## src/hw/rtl/xt3_pkg.sv

```systemverilog
// XTEA3 package: widths, register indexes, round constants and mix function.
// Used by xt3_round, xtea3_block_cipher, xtea3_checker and testbench; no dependencies.
package xt3_pkg;

   localparam int WORD_W = 32;
   localparam int KEY_WORDS = 8;
   localparam int CSR_DATA_W = 64;
   localparam int CSR_ADDR_W = 6;
   localparam int DEF_MAX_ROUNDS = 64;
   localparam logic [WORD_W-1:0] DELTA = 32'h9E37_79B9;
   localparam logic [4:0] ROT_MASK = 5'h1F;

   // register indexes
   localparam logic [2:0] REG_KEY01 = 3'd0;
   localparam logic [2:0] REG_KEY23 = 3'd1;
   localparam logic [2:0] REG_KEY45 = 3'd2;
   localparam logic [2:0] REG_KEY67 = 3'd3;
   localparam logic [2:0] REG_ROUNDS = 3'd4;

   localparam logic CMD_ENC = 1'b0;
   localparam logic CMD_DEC = 1'b1;

   typedef logic [KEY_WORDS-1:0][WORD_W-1:0] key_type;

   typedef struct packed {
      logic [WORD_W-1:0] a;
      logic [WORD_W-1:0] b;
      logic [WORD_W-1:0] c;
      logic [WORD_W-1:0] d;
   } block_type;

   function automatic logic [WORD_W-1:0] rotl(input logic [WORD_W-1:0] x,
                                              input logic [4:0] n);
      logic [2*WORD_W-1:0] dbl;
      begin
         dbl = {x, x} << (n & ROT_MASK);
         rotl = dbl[2*WORD_W-1:WORD_W];
      end
   endfunction

   function automatic logic [WORD_W-1:0] mix(input logic [WORD_W-1:0] y,
                                             input logic [WORD_W-1:0] z,
                                             input logic [WORD_W-1:0] s,
                                             input logic [1:0] sel,
                                             input key_type key);
      logic [WORD_W-1:0] lft;
      logic [WORD_W-1:0] rgt;
      begin
         lft = (y << 4) + rotl(key[{1'b1, sel}], y[4:0]);
         rgt = (y >> 5) + rotl(key[{1'b0, sel}], y[31:27]);
         mix = lft ^ (z + s) ^ rgt;
      end
   endfunction

endpackage

```

## src/hw/rtl/xt3_round.sv

```systemverilog
// One XTEA3 pipeline stage: one round (encrypt or decrypt) when enabled, else pass.
// Depends on xt3_pkg.
module xt3_round (
   input  logic                     clock,
   input  logic                     reset,
   input  logic                     advance,
   input  logic                     valid_in,
   input  logic                     dec_in,
   input  logic                     active_in,
   input  logic [xt3_pkg::WORD_W-1:0] sum_in,
   input  xt3_pkg::block_type       blk_in,
   input  xt3_pkg::key_type         key,
   output logic                     valid_out,
   output logic                     dec_out,
   output logic [xt3_pkg::WORD_W-1:0] sum_out,
   output xt3_pkg::block_type       blk_out
);
   import xt3_pkg::*;

   logic              valid_ff;
   logic              dec_ff;
   logic [WORD_W-1:0] sum_ff, sum_in_w;
   block_type         blk_ff, blk_in_w;
   logic [WORD_W-1:0] s1, ta, tc;

   // compute one round
   always_comb begin
      s1 = 'x;
      ta = '0;
      tc = '0;
      blk_in_w = blk_in;
      sum_in_w = sum_in;
      if (active_in) begin
         if (dec_in == CMD_ENC) begin
            ta = blk_in.a + mix(blk_in.b, blk_in.d, sum_in, sum_in[1:0], key);
            s1 = sum_in + DELTA;
            tc = blk_in.c + mix(blk_in.d, blk_in.b, s1, s1[12:11], key);
            blk_in_w = '{a: blk_in.b, b: tc, c: blk_in.d, d: ta};
            sum_in_w = s1;
         end else begin
            // rotate back: a=d, b=a, c=b, d=c
            tc = blk_in.b - mix(blk_in.c, blk_in.a, sum_in, sum_in[12:11], key);
            s1 = sum_in - DELTA;
            ta = blk_in.d - mix(blk_in.a, blk_in.c, s1, s1[1:0], key);
            blk_in_w = '{a: ta, b: blk_in.a, c: tc, d: blk_in.c};
            sum_in_w = s1;
         end
      end
   end

   // hold on stall
   always_ff @(posedge clock) begin
      if (reset) begin
         valid_ff <= 1'b0;
      end else if (advance) begin
         valid_ff <= valid_in;
      end
      if (advance) begin
         dec_ff <= dec_in;
         sum_ff <= sum_in_w;
         blk_ff <= blk_in_w;
      end
   end

   assign valid_out = valid_ff;
   assign dec_out   = dec_ff;
   assign sum_out   = sum_ff;
   assign blk_out   = blk_ff;
endmodule

```

## config.mk

```make
export PLATFORM = sky130hd
export DESIGN_NAME = xt3_round
export DESIGN_NICKNAME = d
export VERILOG_FILES = /design/src/hw/rtl/xt3_pkg.sv /design/src/hw/rtl/xt3_round.sv
export SDC_FILE = /design/constraint.sdc
export NUM_CORES = 2
export LEC_CHECK = 0
export ABC_CLOCK_PERIOD_IN_PS = 13900
export BUFFER_PORTS_ARGS = -buffer_cell sky130_fd_sc_hd__buf_2
export CAP_MARGIN = 5
export CORE_UTILIZATION = 40
export CTS_BUF_LIST = sky130_fd_sc_hd__clkbuf_8
export DETAILED_ROUTE_END_ITERATION = 6
export GPL_ROUTABILITY_DRIVEN = 0
export PLACE_DENSITY = 0.64
export SLEW_MARGIN = 5
export SYNTH_ARGS = -nofsm -noshare
export SYNTH_HDL_FRONTEND = slang
export SYNTH_SLANG_ARGS = --single-unit
export TNS_END_PERCENT = 1
```

## constraint.sdc

```tcl
create_clock -name clock -period 13.9 [get_ports clock]
set_input_delay 0.695 -clock clock [delete_from_list [all_inputs] [get_ports clock]]
set_output_delay 0.695 -clock clock [all_outputs]
set_load 0.005 [all_outputs]
```

==> summary.txt <==
Placement
  – Input/output buffers: 583
  – Number of placed cells counting well taps: 8241
  – Worst slack at placement: 2.42 ns
  – Cell area after placement: 0.0587 sq mm
  – Half-perimeter wire length after placement: 210000 um

Clocking
  – Post-CTS setup buffer count: 0
  – Clock sink count: 162
  – TritonCTS clock tree: done
  – Clock-pin slew of the registers on the worst-case setup and hold paths: 0.12 ns
  – Cts bufs inserted: 17
  – Insertion delay to the later sink of the worst-skew pair: 0.58 ns
  – Maximum count of clock buffers along a single path: 2
  – Number of gates resized after CTS: 0
  – Number of buffers inserted for hold repair after clock tree synthesis: 0
  – Maximum level of the CTS H-tree: 4
  – Library cell used as clock root buffer: clkbuf_8

Setup path
  – Slowest stage delay, CP: 0.86 ns
  – Kind of critical path: input pin to flip-flop
  – Worst Path Arrival: 11.83 ns
  – Critical path launch point type: input pin
  – R2r startpoint: valid_out
  – Worst-case reg-to-reg path depth: 2
  – Crit path required time: 14.24 ns
  – Worst Path Max Fanout: 72
  – FF-to-FF setup slack: 13.31 ns
  – Element type at the critical path end: flip-flop
  – Endpoint of the most critical register-to-register path: valid_out
  – Max stage delay cell, worst path: o21ai_0

Timing
  – Hold Violations, Final: 0
  – Finish-stage setup viols: 0
  – Worst slew pin tran: 1.51 ns
  – Fin Clk Skew: 0 ns
  – Final count of pins violating max slew: 2
  – Setup TNS after final layout: 0 ns
  – Clock period minus final worst setup slack: 11.49 ns
  – Worst slew margin relative to its limit: -0.0321
  – Setup repair after global routing missed its margin: no
  – Setup slack after layout: 2.41 ns
  – Worst hold slack: 0.249 ns
  – Share of the clock period used by the worst path: 0.827
  – Achievable clock frequency: 0.0870 GHz

Pwr
  – Static Leakage: 24.6 nW
  – Total power consumption of the routed design: 11.2 mW
  – Power per cell area: 190 mW/mm^2
  – Peak supply drop: 0.117 mV

Detailed routing
  – Total vias in the final route: 57100
  – Routed via count divided by cell count: 6.89
  – Initial DRC count: 9406
  – DR WL/cell: 31.0 um
  – Post-Route WL: 257000 um
  – Post-DRT Antenna Nets: 0
  – Count of unresolved DRC violations after routing: 116
  – Count of TritonRoute iterations in the first routing pass: 7

Yosys
  – Share of synthesized area occupied by flip-flops and latches: 0.0890
  – Avg Cell Area, Syn: 8.77 sq um
  – Count of flip-flops with a built-in enable after synthesis: 161
  – Async set or reset register ratio after synthesis: 0
  – Total number of yosys warnings: 0
  – Dominant register cell in the synthesized netlist: edfxtp_1
  – Register bit count reported by yosys: 162
  – Post-Syn Instances: 6217
  – Number of nets produced by synthesis: 7123
  – Number of distinct library cell variants in the gate-level netlist after synthesis: 85
  – Synth Cell Area: 0.0545 sq mm

Cells and area
  – Nets@finish: 7385
  – Commonest cells after routing, fill and taps aside: xnor2_1, mux2i_1, buf_2
  – Post-layout utilization of the core: 0.437
  – Share of layout cells above drive strength 1: 0.201
  – Final design instance area without fill: 0.0591 sq mm
  – Area delta synth->final: 8.43%
  – Final std cells w/o fill: 8285
  – Sequential cell area: 0.00485 sq mm
  – Fillers: 13300
  – Leading cell type in the layout, fill and taps excluded: xnor2_1
  – Area occupied by multi-input gates: 0.0477 sq mm

Global route
  – Global-route track usage on met3: 0.112
  – Largest net degree at the start of global routing: 122
  – Global-route met1 utilization: 0.458
  – GRT Max-Usage Layer: met2
  – Vias in the first global route: 51800
  – Total routing resource utilization after global routing: 0.359
  – Number of antenna violations at the first check in global routing: 36
  – Global-route wire length before repair: 362000 um
  – M2 GR Usage: 0.520
  – Total gr overflow: 0

Min path
  – Worst Hold Depth: 2
  – Hold Startpoint: reset
  – Worst hold path class: input pin to flip-flop
  – Hold-critical path endpoint: valid_out

Floorplan
  – Die height: 371 um
  – Standard cell core area: 0.135 sq mm
  – I/O pin count: 584
  – Row Count: 135
  – Starting utilization of the core area: 0.403
  – Width of the die: 371 um
  – Die area: 0.138 sq mm

Run status
  – Failing checks: DRC, capacitance limit, slew limit
  – Result of the run: finished, violations left

Flow run
  – Max capacitance violation total: 1
-- flip-flops by register name, indices dropped and copies added, names as in the netlist --
name	flops
sum_out	32
dec_out	1
valid_out	1
blk_out	128
-- kinds of logic after synthesis --
group	after synthesis	synth area share
compound gates	1683	0.199
simple gates	1412	0.116
mux	1163	0.317
xor+xnor	796	0.129
buf+inv	517	0.0369
fa+ha+maj	484	0.113
flops	162	0.0890
-- worst max path at each step --
stage / from / end / slack [ns]
after CTS: sum_in[0] / blk_out[90] / 3.08
after detailed placement: sum_in[0] / blk_out[90] / 2.42
final: sum_in[0] / blk_out[90] / 2.41
after floorplan: sum_in[0] / blk_out[127] / 3.89
after global routing: sum_in[0] / blk_out[92] / 2.21
after global placement: sum_in[0] / blk_out[90] / 2.41
-- final cells by class --
cell class | count | area share
Multi-Input combinational cell | 5538 | 0.807
Sequential cell | 162 | 0.0821
Timing Repair Buffer | 644 | 0.0580
Tap cell | 1781 | 0.0377
Inverter | 116 | 0.00737
Clock buffer | 17 | 0.00396
Clock inverter | 15 | 0.00330
Antenna cell | 12 | 0.000508
-- cells in the mapped netlist, drive strengths merged (35+ instances only) --
library cell	count	area (sq um)
nor3	106	531
nand2	498	1870
a221oi	132	1160
inv	115	432
a22oi	130	976
mux2i	591	5940
nand3	82	410
ha	468	5860
o21ai	363	1820
mux4	436	9820
xor2	136	1190
nor2b	49	307
a21o	209	1570
o21a	38	285
a31oi	41	263
nand2b	52	325
a21oi	455	2280
o22ai	70	438
edfxtp	161	4830
clkbuf	275	1030
buf	126	546
and3	35	219
xnor2	657	5750
o21bai	47	353
mux2	136	1530
nor2	438	1640
or3	44	275
-- where the power goes --
group / switching, mW / internal (mW) / total (mW)
clock: 0.224 / 0.183 / 0.408
sequential: 0.0448 / 0.736 / 0.781
combinational: 5.96 / 4.08 / 10.0
total: 6.23 / 5.00 / 11.2
-- worst max-delay path, delay by kind of cell --
kind	cells	cell delay (ns)
buffers and inverters	3	1.49
XOR/XNOR	3	0.77
adder cells (fa/ha/maj)	3	0.96
AND/OR/NAND/NOR	8	1.26
multiplexers	4	1.18
AO/OA/AOI/OAI	20	5.23
-- layer usage --
metal  wire [um]  vias to the layer above
met5         248                        -
met2      104000                     4625
met4       20300                       26
met3       37800                      906
li1            -                    24400
met1       93800                    27200
Power figures use the tool's default switching activity.
